<file path="src/rtl/core/keyframe_interpolator_unit_assert.svh">
// ----------------------------------------------------------------------------
// Keyframe interpolator assertion macros
// Shared concurrent assertion forms, clocked on clk and disabled in reset.
// ----------------------------------------------------------------------------
`ifndef KEYFRAME_INTERPOLATOR_UNIT_ASSERT_SVH
`define KEYFRAME_INTERPOLATOR_UNIT_ASSERT_SVH

// A condition that holds at every clock edge outside reset.
`define KFI_ASSERT_ALWAYS(label, expr, msg) \
	label: assert property (@(posedge clk) disable iff (!arst_n) (expr)) \
	else $error(msg);

// A consequence that holds in the cycle after its antecedent.
`define KFI_ASSERT_NEXT(label, ante, cons, msg) \
	label: assert property (@(posedge clk) disable iff (!arst_n) (ante) |=> (cons)) \
	else $error(msg);

`endif

</file>
<file path="src/rtl/core/kfi_ram.sv">
// ----------------------------------------------------------------------------
// Generic RAM
// One write port and one read port with registered read data.
// ----------------------------------------------------------------------------
`default_nettype none

module kfi_ram #(
	parameter int WIDTH = 8,
	parameter int DEPTH = 32
) (
	input  wire logic                     clk,
	input  wire logic                     we,
	input  wire logic [$clog2(DEPTH)-1:0] waddr,
	input  wire logic [WIDTH-1:0]         wdata,
	input  wire logic [$clog2(DEPTH)-1:0] raddr,
	output logic      [WIDTH-1:0]         rdata
);

	logic [WIDTH-1:0] mem [DEPTH];

	always_ff @(posedge clk) begin
		if (we) begin
			mem[waddr] <= wdata;
		end
		rdata <= mem[raddr];
	end

endmodule

`default_nettype wire

</file>
<file path="config.mk">
export PLATFORM = sky130hd
export DESIGN_NAME = kfi_ram
export DESIGN_NICKNAME = d
export VERILOG_FILES = /design/src/rtl/core/keyframe_interpolator_unit_assert.svh /design/src/rtl/core/kfi_ram.sv
export SDC_FILE = /design/constraint.sdc
export NUM_CORES = 1
export LEC_CHECK = 0
export BUFFER_PORTS_ARGS = -buffer_cell sky130_fd_sc_hd__buf_2
export CORE_MARGIN = 5
export CORE_UTILIZATION = 55
export CTS_CLUSTER_SIZE = 12
export DETAILED_ROUTE_END_ITERATION = 10
export PLACE_DENSITY = 0.74
export SYNTH_ARGS = -nofsm -noshare
export SYNTH_HDL_FRONTEND = slang
export SYNTH_SLANG_ARGS = --single-unit
</file>
<file path="constraint.sdc">
create_clock -name clk -period 2.34 [get_ports clk]
set_input_delay 0.585 -clock clk [delete_from_list [all_inputs] [get_ports clk]]
set_output_delay 0.585 -clock clk [all_outputs]
set_load 0.02 [all_outputs]
</file>
==> key figures <==
GRT
  • Via count of the first global-routing pass: 4,772
  • GR Util All Layers: 18.9%
  • Maximum number of pins on one net before global-route repair: 37
  • Leftover overflow at the end of global routing: 0
  • Global-route wire length before repair: 29,900 microns
  • Antenna violations before repair: 0

Synthesis
  • Syn nets: 437
  • Portion of the post-synthesis area used by sequential elements: 78.1%
  • Synth Cell Area: 10,100 sq um
  • Post-synthesis cell count: 417
  • Synth Register Bits: 264
  • Average footprint of a synthesized cell: 24.1 sq um
  • Ys Warns: 0
  • Number of library cell types mapped by synthesis: 15

Run status
  • Run status: finished, final reports clean

Route
  • Number of DRC markers in iteration 0: 443
  • Wire length on met1: 7840 microns
  • Topmost layer with routed signal wires: met4
  • Met2 wire length: 9570 microns
  • Antenna viol nets, final: 0
  • Number of detailed-routing iterations run before antenna repair: 5
  • Number of vias in the routed layout: 4,534
  • Total wirelength of the detailed-routed design: 19,500 microns
  • Routed length on met3: 1690 microns
  • Vias per Instance: 6.15
  • Number of remaining DRC errors: 0
  • Wire length per cell: 26.4 microns

Setup path
  • Data required time at the worst endpoint: 2.75 ns
  • Kind of launch point of the worst setup path: input pin
  • WP data arrival: 2.38 ns
  • Highest fanout seen on the critical path: 20
  • Element type at the critical path end: flop
  • Classification of the worst setup path: input pin to flop

Placed design
  • HPWL after detailed placement: 12,500 microns
  • Port Buffers: 27
  • Weighted congestion at the end of routability-driven global placement: 0.819

STA
  • Period minus WS final: 1.97 ns
  • Final setup violation count: 0
  • Slew at the pin with the worst max-slew slack: 0.627 ns
  • Final worst path period share: 84.3%
  • Maximum achievable frequency: 0.507 GHz
  • Layout Skew: 0.0118 ns
  • Hold Fails Final Rpt: 0
  • Unrepaired setup endpoints after global routing: no
  • Post-route worst hold slack: 0.519 ns
  • Worst slew margin: 58.2%
  • Slew Limit Fails: 0

Layout
  • Final nets: 515
  • Multi-input gate area: 2100 sq um
  • Number of diodes added for antenna fixing: 0
  • Sequential standard cell area: 7850 sq um
  • Fillers: 1,136
  • Share of layout cells above drive strength 1: 37.6%
  • Area growth from synthesis to layout: 14.9%

Floorplanning
  • Die width: 145 microns
  • Core outline area: 18,000 sq um
  • Initial core utilization: 56.0%
  • Die height: 145 microns
  • IO Pins: 28
  • Area of the die: 21,100 sq um
  • Rows: 49

CTS
  • Root cell of the clock tree: sky130_fd_sc_hd__clkbuf_16
  • Buffer count from post-CTS setup fixing: 0
  • Skew-Pair Late Insertion Delay: 0.52 ns
  • Clock Path Buffers: 3
  • # hold bufs at CTS: 0
  • TritonCTS clock tree: built
  • Post-cts gate resize count: 0
  • Number of H-tree levels: 1
  • Clock buffer count from CTS: 26
  • Clock transition at the registers of the reported paths: 0.06 ns
  • TritonCTS sink count: 264

Power and ir drop
  • Peak supply drop: 0.000659 V
  • Total Power Consumption: 9.57 mW
  • Leak pwr: 3.71 nW
  • Power Density: 828 nW/um^2

Flow run
  • Maxcap violations: 0

Worst hold path
  • Class of the worst hold path: input pin to flop
-- metrics by stage --
| step | setup TNS [ns] | util [%] | setup slack (ns) | instances | instance area [sq um] |
|---|---|---|---|---|---|
| floorplan | 0 | - | 0.0695 | 417 | 10100 |
| global placement | -0.911 | 60.1 | -0.176 | 696 | 10800 |
| detailed placement | -1.00 | 60.1 | -0.188 | 696 | 10800 |
| CTS | 0 | 64.3 | 0.356 | 737 | 11600 |
| global route | 0 | 64.3 | 0.304 | 737 | 11600 |
| finish | 0 | 64.3 | 0.368 | 737 | 11600 |
-- power breakdown --
| part | switching (mW) | internal, mW | total [mW] |
|---|---|---|---|
| logic | 0.288 | 0.240 | 0.528 |
| registers | 0.0279 | 5.26 | 5.29 |
| clock network | 1.57 | 2.19 | 3.75 |
-- registers in the layout, summed over array words and instances (netlist names) --
register / flops
mem: 256
rdata: 8
-- worst paths after layout --
check	from	slack [ns]	depth (start not counted)	to
worst max-delay path	raddr[0]	0.37	6	rdata[2]
worst min-delay path	raddr[3]	0.52	2	rdata[3]
worst max register to register	mem[29][4]	0.54	3	rdata[4]
worst min register to register	mem[30][6]	0.91	3	rdata[6]
-- cells by family (layout without fill, tap and decap cells) --
logic type / after synthesis / in the layout / synth area share (%)
buf+inv: 20 / 111 / 1.06
flops: 264 / 264 / 78.1
mux: 88 / 88 / 18.8
simple gates: 45 / 45 / 2.07
-- Yosys cell counts --
| cell | number | area (sq um) |
|---|---|---|
| sky130_fd_sc_hd__nand3_1 | 2 | 10.0 |
| sky130_fd_sc_hd__or3_1 | 1 | 6.26 |
| sky130_fd_sc_hd__nor2_1 | 33 | 124 |
| sky130_fd_sc_hd__nand3b_1 | 5 | 37.5 |
| sky130_fd_sc_hd__or3b_2 | 3 | 26.3 |
| sky130_fd_sc_hd__buf_1 | 6 | 22.5 |
| sky130_fd_sc_hd__mux4_2 | 80 | 1800 |
| sky130_fd_sc_hd__buf_4 | 6 | 45.0 |
| sky130_fd_sc_hd__nand2_1 | 1 | 3.75 |
| sky130_fd_sc_hd__buf_6 | 1 | 11.3 |
| sky130_fd_sc_hd__edfxtp_1 | 256 | 7690 |
| sky130_fd_sc_hd__clkbuf_1 | 6 | 22.5 |
| sky130_fd_sc_hd__buf_2 | 1 | 5.00 |
| sky130_fd_sc_hd__mux2_2 | 8 | 90.1 |
| sky130_fd_sc_hd__dfxtp_1 | 8 | 160 |
-- layout make-up --
type / instances / area share, %
Clock buffer: 40 / 6.53
Clock inverter: 1 / 0.0325
Sequential cell: 264 / 67.9
Multi-Input combinational cell: 133 / 18.2
Timing Repair Buffer: 70 / 4.85
Tap cell: 229 / 2.48
-- critical path, stage by stage --
cell                     delay [ns]
sky130_fd_sc_hd__buf_4         0.14
sky130_fd_sc_hd__buf_12        0.22
sky130_fd_sc_hd__buf_4         0.14
sky130_fd_sc_hd__mux4_2        0.49
sky130_fd_sc_hd__mux4_2        0.51
sky130_fd_sc_hd__mux2_2        0.28
-- cells in the final DEF, fill, tap and decap left out, drive strengths merged --
cell type	count
mux2	8
clkbuf	40
dfxtp	8
edfxtp	256
nand2	1
mux4	80
buf	70
nand3	2
nor2	33
nand3b	5
or3	1
clkinv	1
or3b	3
-- routing by layer --
metal	GRT usage, %	vias up
li1	-	1927
met1	27.6	2383
met2	29.6	197
met3	4.30	27
met4	4.76	0
met5	0	-
Note: power is estimated with default switching activity, not from simulation.
