==> src/rtl/core/keyframe_interpolator_unit_assert.svh <==
// ----------------------------------------------------------------------------
// Keyframe interpolator assertion macros
// Shared concurrent assertion forms, clocked on clk and disabled in reset.
// ----------------------------------------------------------------------------
`ifndef KEYFRAME_INTERPOLATOR_UNIT_ASSERT_SVH
`define KEYFRAME_INTERPOLATOR_UNIT_ASSERT_SVH

// A condition that holds at every clock edge outside reset.
`define KFI_ASSERT_ALWAYS(label, expr, msg) \
	label: assert property (@(posedge clk) disable iff (!arst_n) (expr)) \
	else $error(msg);

// A consequence that holds in the cycle after its antecedent.
`define KFI_ASSERT_NEXT(label, ante, cons, msg) \
	label: assert property (@(posedge clk) disable iff (!arst_n) (ante) |=> (cons)) \
	else $error(msg);

`endif

==> src/rtl/core/kfi_pkg.sv <==
// ----------------------------------------------------------------------------
// Keyframe interpolator package
// Widths, payload structs, table entry layout and state encodings.
// ----------------------------------------------------------------------------
`default_nettype none

package kfi_pkg;

	localparam int MAX_KEYS       = 32;
	localparam int FRAME_BITS     = 16;
	localparam int VAL_W          = 32;
	localparam int IDX_W          = $clog2(MAX_KEYS);
	localparam int CNT_W          = $clog2(MAX_KEYS + 1);
	localparam int DEFAULT_LENGTH = 60;
	localparam int NUM_W          = FRAME_BITS + 1;
	localparam int SPAN_W         = FRAME_BITS + 1;
	localparam int PROD_W         = VAL_W + 1 + NUM_W;

	localparam logic [1:0] ACT_WRITE  = 2'd0;
	localparam logic [1:0] ACT_QUERY  = 2'd1;
	localparam logic [1:0] ACT_LENGTH = 2'd2;
	localparam logic [1:0] ACT_NONE   = 2'd3;

	typedef struct packed {
		logic [1:0]              action;
		logic [FRAME_BITS-1:0]   frame;
		logic [FRAME_BITS-1:0]   new_length;
		logic signed [VAL_W-1:0] rotation_in;
		logic signed [VAL_W-1:0] scale_in;
	} cmd_t;

	typedef struct packed {
		logic signed [VAL_W-1:0] rotation_out;
		logic signed [VAL_W-1:0] scale_out;
		logic                    degenerate;
		logic                    table_full;
	} result_t;

	typedef struct packed {
		logic [FRAME_BITS-1:0]   pos;
		logic signed [VAL_W-1:0] rot;
		logic signed [VAL_W-1:0] scl;
	} entry_t;

	localparam int ENTRY_W = $bits(entry_t);

	typedef struct packed {
		logic              start;
		logic [NUM_W-1:0]  num;
		logic [SPAN_W-1:0] span;
	} lerp_cmd_t;

	typedef enum logic [2:0] {
		ST_IDLE,
		ST_SCAN,
		ST_DECIDE,
		ST_SHIFT_RD,
		ST_SHIFT_WR,
		ST_WRITE,
		ST_LERP
	} kfi_state_t;

	typedef enum logic [1:0] {
		LP_IDLE,
		LP_MUL,
		LP_DIV,
		LP_FIN
	} lerp_state_t;

endpackage

`default_nettype wire

==> src/rtl/core/kfi_lerp.sv <==
// ----------------------------------------------------------------------------
// Interpolation lane
// r0 + trunc((r1 - r0) * num / span) with a restoring divider, saturated.
// ----------------------------------------------------------------------------
`default_nettype none

module kfi_lerp (
	input  wire logic                              clk,
	input  wire logic                              arst_n,
	input  wire kfi_pkg::lerp_cmd_t                cmd,
	input  wire logic signed [kfi_pkg::VAL_W-1:0]  r0,
	input  wire logic signed [kfi_pkg::VAL_W-1:0]  r1,
	output logic                                   done,
	output logic signed [kfi_pkg::VAL_W-1:0]       res
);

	localparam int VAL_W  = kfi_pkg::VAL_W;
	localparam int NUM_W  = kfi_pkg::NUM_W;
	localparam int SPAN_W = kfi_pkg::SPAN_W;
	localparam int PROD_W = kfi_pkg::PROD_W;
	localparam int REM_W  = SPAN_W + 1;
	localparam int ITER_W = $clog2(PROD_W + 1);
	localparam int SUM_W  = PROD_W + 2;

	kfi_pkg::lerp_state_t state_q, state_d;

	logic                     neg_q;
	logic [VAL_W:0]           mag_q;
	logic signed [VAL_W-1:0]  r0_q;
	logic [NUM_W-1:0]         num_q;
	logic [SPAN_W-1:0]        span_q;
	logic [PROD_W-1:0]        dvd_q;
	logic [REM_W-1:0]         rem_q;
	logic [ITER_W-1:0]        iter_q;
	logic signed [VAL_W-1:0]  res_q;
	logic                     done_q;

	logic signed [VAL_W:0]    delta;
	logic [REM_W-1:0]         rem_sh;
	logic                     fits;
	logic signed [SUM_W-1:0]  sum;
	logic signed [VAL_W-1:0]  sat;

	assign delta  = {r1[VAL_W-1], r1} - {r0[VAL_W-1], r0};
	assign rem_sh = {rem_q[REM_W-2:0], dvd_q[PROD_W-1]};
	assign fits   = rem_sh >= {1'b0, span_q};

	always_comb begin
		sum = neg_q ? (SUM_W'(r0_q) - $signed({2'b00, dvd_q}))
			: (SUM_W'(r0_q) + $signed({2'b00, dvd_q}));
		if (sum > SUM_W'(32'sh7FFF_FFFF)) begin
			sat = 32'sh7FFF_FFFF;
		end else if (sum < SUM_W'(32'sh8000_0000)) begin
			sat = 32'sh8000_0000;
		end else begin
			sat = sum[VAL_W-1:0];
		end
	end

	always_comb begin
		state_d = state_q;
		case (state_q)
			kfi_pkg::LP_IDLE: begin
				if (cmd.start) begin
					state_d = kfi_pkg::LP_MUL;
				end
			end
			kfi_pkg::LP_MUL: state_d = kfi_pkg::LP_DIV;
			kfi_pkg::LP_DIV: begin
				if (iter_q == ITER_W'(PROD_W - 1)) begin
					state_d = kfi_pkg::LP_FIN;
				end
			end
			kfi_pkg::LP_FIN: state_d = kfi_pkg::LP_IDLE;
			default: state_d = kfi_pkg::LP_IDLE;
		endcase
	end

	always_ff @(posedge clk or negedge arst_n) begin
		if (!arst_n) begin
			state_q <= kfi_pkg::LP_IDLE;
			done_q  <= 1'b0;
		end else begin
			state_q <= state_d;
			done_q  <= (state_q == kfi_pkg::LP_FIN);
		end
	end

	always_ff @(posedge clk) begin
		case (state_q)
			kfi_pkg::LP_IDLE: begin
				if (cmd.start) begin
					neg_q  <= delta[VAL_W];
					mag_q  <= delta[VAL_W] ? (VAL_W + 1)'(-delta) : delta;
					r0_q   <= r0;
					num_q  <= cmd.num;
					span_q <= cmd.span;
				end
			end
			kfi_pkg::LP_MUL: begin
				dvd_q  <= PROD_W'(mag_q) * PROD_W'(num_q);
				rem_q  <= '0;
				iter_q <= '0;
			end
			kfi_pkg::LP_DIV: begin
				// Dividend bits shift out the top while quotient bits fill the bottom.
				rem_q  <= fits ? (rem_sh - {1'b0, span_q}) : rem_sh;
				dvd_q  <= {dvd_q[PROD_W-2:0], fits};
				iter_q <= iter_q + ITER_W'(1);
			end
			kfi_pkg::LP_FIN: res_q <= sat;
			default: ;
		endcase
	end

	assign done = done_q;
	assign res  = res_q;

endmodule

`default_nettype wire

==> config.mk <==
export PLATFORM = sky130hd
export DESIGN_NAME = kfi_lerp
export DESIGN_NICKNAME = d
export VERILOG_FILES = /design/src/rtl/core/keyframe_interpolator_unit_assert.svh /design/src/rtl/core/kfi_pkg.sv /design/src/rtl/core/kfi_lerp.sv
export SDC_FILE = /design/constraint.sdc
export NUM_CORES = 2
export LEC_CHECK = 0
export BUFFER_PORTS_ARGS = -buffer_cell sky130_fd_sc_hd__buf_4
export CAP_MARGIN = 20
export CELL_PAD_IN_SITES_DETAIL_PLACEMENT = 0
export CELL_PAD_IN_SITES_GLOBAL_PLACEMENT = 2
export CORE_ASPECT_RATIO = 1.4
export CORE_MARGIN = 2
export CORE_UTILIZATION = 25
export DETAILED_ROUTE_END_ITERATION = 8
export GPL_TIMING_DRIVEN = 0
export PLACE_DENSITY = 0.6
export SYNTH_ARGS = -nofsm -noshare
export SYNTH_HDL_FRONTEND = slang
export SYNTH_SLANG_ARGS = --single-unit
==> constraint.sdc <==
create_clock -name clk -period 11.6 [get_ports clk]
set_input_delay 0.58 -clock clk [delete_from_list [all_inputs] [get_ports clk]]
set_output_delay 0.58 -clock clk [all_outputs]
set_load 0.1 [all_outputs]
==> summary.txt <==
STA
  – Final Cycle Share: 0.760
  – Worst slew margin: 0.225
  – Peak Freq: 113 MHz
  – Unrepaired setup endpoints after global routing: false
  – Worst-margin pin slew: 1.16 ns
  – Final-report hold violation count: 0
  – Slew Viols, Final: 0
  – Worst Skew: 0.0333 ns
  – Final setup fails: 0
  – Setup TNS: 0 ns
  – Final worst slack: 2.78 ns
  – Minimum clock period: 8.82 ns

Die
  – Core ar.: 132000 µm²
  – Die width: 312 µm
  – Starting density of the core: 0.252
  – Top Ports: 134
  – Die Height: 436 µm
  – Die Footprint: 136000 µm²
  – Cell Rows: 158

Worst hold path
  – Min-Delay Path Class: in -> reg
  – Hold path depth: 1
  – HP Start: cmd[3]

Routing
  – Post-Route WL: 123000 µm
  – DRC viols: 0
  – Routed Antenna Nets: 0
  – Avg WL per Cell: 21.7 µm
  – Router iterations before antenna repair: 5
  – Via/cell ratio: 4.54
  – DR iter-0 viols: 1089
  – Vias: 25800

Setup path
  – End point of the critical path: dvd_q[45]
  – Worst path required time: 11.97 ns
  – WP data arrival: 9.18 ns
  – R2R setup slack: 2.78 ns
  – CP Class: reg -> reg
  – Worst path depth: 25
  – Worst reg2reg endpoint: dvd_q[45]
  – Buf/Inv on CP: 6
  – FF-to-FF Start: num_q[10]
  – Crit end category: flop
  – Top cell by count, worst path: fa_1
  – Reg2reg path depth: 25
  – Setup crit start: num_q[10]
  – Worst Setup Start Kind: flop
  – CP max-delay cell: edfxtp_1
  – CP top delay family: adder cells
  – Crit-path max FO: 10
  – Largest stage delay on the critical path: 0.81 ns

Clocking
  – CTS tree: done
  – Post-CTS Setup Bufs: 0
  – Inserted Clock Buffers: 28
  – PostCTS Resize Cnt: 0
  – Clk sinks: 208
  – Clock transition at path regs: 0.07 ns
  – Cts hold-fix bufs: 1
  – Clk Latency, worst-skew pair: 0.61 ns
  – CTS root buf: clkbuf_16
  – CTS Buffer Depth: 3
  – # H-tree levels: 1

Layout
  – Filler Cell Count: 14300
  – Commonest cells after routing, fill and taps aside: 681 x inv_1, 510 x nand2_1, 467 x fa_1, 230 x ha_1, 227 x and2_1
  – Area grow syn2layout: 12.8%
  – Finished Core Util: 0.284
  – Final Instance Area: 37600 µm²
  – Final #Nets: 4690
  – Share of layout cells above drive strength 1: 0.0736
  – Commonest non-fill, non-tap cell in the layout: inv_1

Logic synthesis
  – Post-synthesis register bit count: 208
  – Synth Instances: 3722
  – Syn nets: 4522
  – Mapped Area: 33300 µm²
  – Synthesized-area fraction occupied by adder cells: 0.368
  – Register area share after synthesis: 0.187
  – Post-Syn Area per Cell: 8.95 µm²
  – Compound-Gate Fraction of Synth Area: 0.127
  – Xor and xnor area share after synthesis: 0.0528
  – Multiplexer share of the synthesized area: 0.00391
  – Post-Synth Simple-Gate Area: 0.165
  – Top FF cell, synth: edfxtp_1
  – Synth unique cells: 98
  – Ys Warns: 0
  – Post-synth EDFFs: 205
  – Largest family of logic cells by synthesized area: adder cells
  – Post-synth ARST share: 0.0144

Global route
  – Largest net degree at the start of global routing: 67
  – Global-route wire length before repair: 184000 µm
  – Congestion Overflow GR: 0
  – Initial antenna violation count: 3
  – GRT Overall Usage: 0.180
  – Vias in the first global route: 28000

Job
  – # Max-Cap Violations: 0

Place
  – HPWL after DPL: 103000 µm
  – Post-placement cell area: 36600 µm²
  – DP Worst Slack: 2.60 ns
  – Port Buffers: 133
  – Final GP Congestion: 0.863

Outcome
  – Outcome: completed
through the flow:
| stage | hold slack (ns) | cells |
|---|---|---|
| 6_report | 0.143 | 5674 |
| 5_1_grt | 0.0972 | 5672 |
| 2_1_floorplan | 0.284 | 3722 |
| 4_1_cts | 0.0706 | 5670 |
| 3_3_place_gp | 0.377 | 5615 |
| 3_5_place_dp | 0.377 | 5618 |
worst reg2reg max path: stages (launching register included):
cell	delay, ns
edfxtp_1	0.81
clkbuf_1	0.81
nand2_1	0.21
fa_1	0.58
inv_1	0.05
fa_1	0.42
inv_1	0.10
fa_1	0.38
inv_1	0.10
fa_1	0.45
fa_1	0.58
inv_1	0.07
fa_1	0.54
inv_1	0.05
ha_1	0.37
and4_1	0.32
nand2_1	0.08
a21oi_1	0.25
a211oi_1	0.19
o21ai_0	0.49
a31oi_1	0.30
or4_1	0.53
a21boi_0	0.31
o211ai_1	0.19
a21o_1	0.21
a31o_2	0.22
cell families after synthesis:
group / count (synthesis)
xor+xnor: 197
fa+ha+maj: 699
simple gates: 1132
mux: 12
flops: 208
compound gates: 637
buf+inv: 837
per-layer routing:
metal | track usage | vias to the layer above | wire, µm
met5 | 0 | - | 0
met4 | 0.0415 | 0 | 2860
met3 | 0.0107 | 94 | 2720
met2 | 0.340 | 349 | 65200
met1 | 0.222 | 13000 | 52300
li1 | - | 12400 | -
cell type report:
type	count	area (µm²)	share of cell area
multi-input combinational	2677	23900	0.636
sequential	208	6230	0.166
inverter	681	2560	0.0681
tap	1760	2200	0.0586
timing repair buffer	138	1090	0.0290
clock buffer	33	741	0.0197
buffer	156	654	0.0174
clock inverter	18	205	0.00546
antenna	3	7.51	0.000200
cell usage after synthesis (19+ instances only):
| cell | count | share of area |
|---|---|---|
| nand4_1 | 23 | 0.0043 |
| nor3_1 | 48 | 0.0072 |
| and3_1 | 24 | 0.0045 |
| o21ai_0 | 136 | 0.020 |
| a31oi_1 | 19 | 0.0036 |
| a21o_1 | 66 | 0.015 |
| clkbuf_1 | 138 | 0.016 |
| nor2_1 | 127 | 0.014 |
| o21ai_2 | 31 | 0.0082 |
| o211ai_1 | 19 | 0.0043 |
| xnor2_1 | 139 | 0.037 |
| xor2_1 | 55 | 0.014 |
| a21oi_1 | 170 | 0.026 |
| edfxtp_1 | 205 | 0.18 |
| and2_1 | 228 | 0.043 |
| nand2_1 | 510 | 0.057 |
| nand3_1 | 50 | 0.0075 |
| nand2b_1 | 20 | 0.0038 |
| fa_1 | 467 | 0.28 |
| nor4_1 | 21 | 0.0039 |
| ha_1 | 232 | 0.087 |
| o21bai_1 | 24 | 0.0054 |
| inv_1 | 681 | 0.077 |
how the worst min path moves through the flow:
stage                      to
finish              span_q[3]
CTS                 span_q[3]
detailed placement       done
global route        span_q[3]
global placement         done
floorplan                done
flip-flops by register name, summed over array words and instances, names as in the netlist, 2 cells and up:
signal   cells
rem_q       17
mag_q       33
dvd_q       50
state_q      2
num_q       17
span_q      17
iter_q       6
res         32
r0_q        32
Power is not shown: default switching activity piles up to over one toggle a cycle in this logic, so the estimate is an artifact.
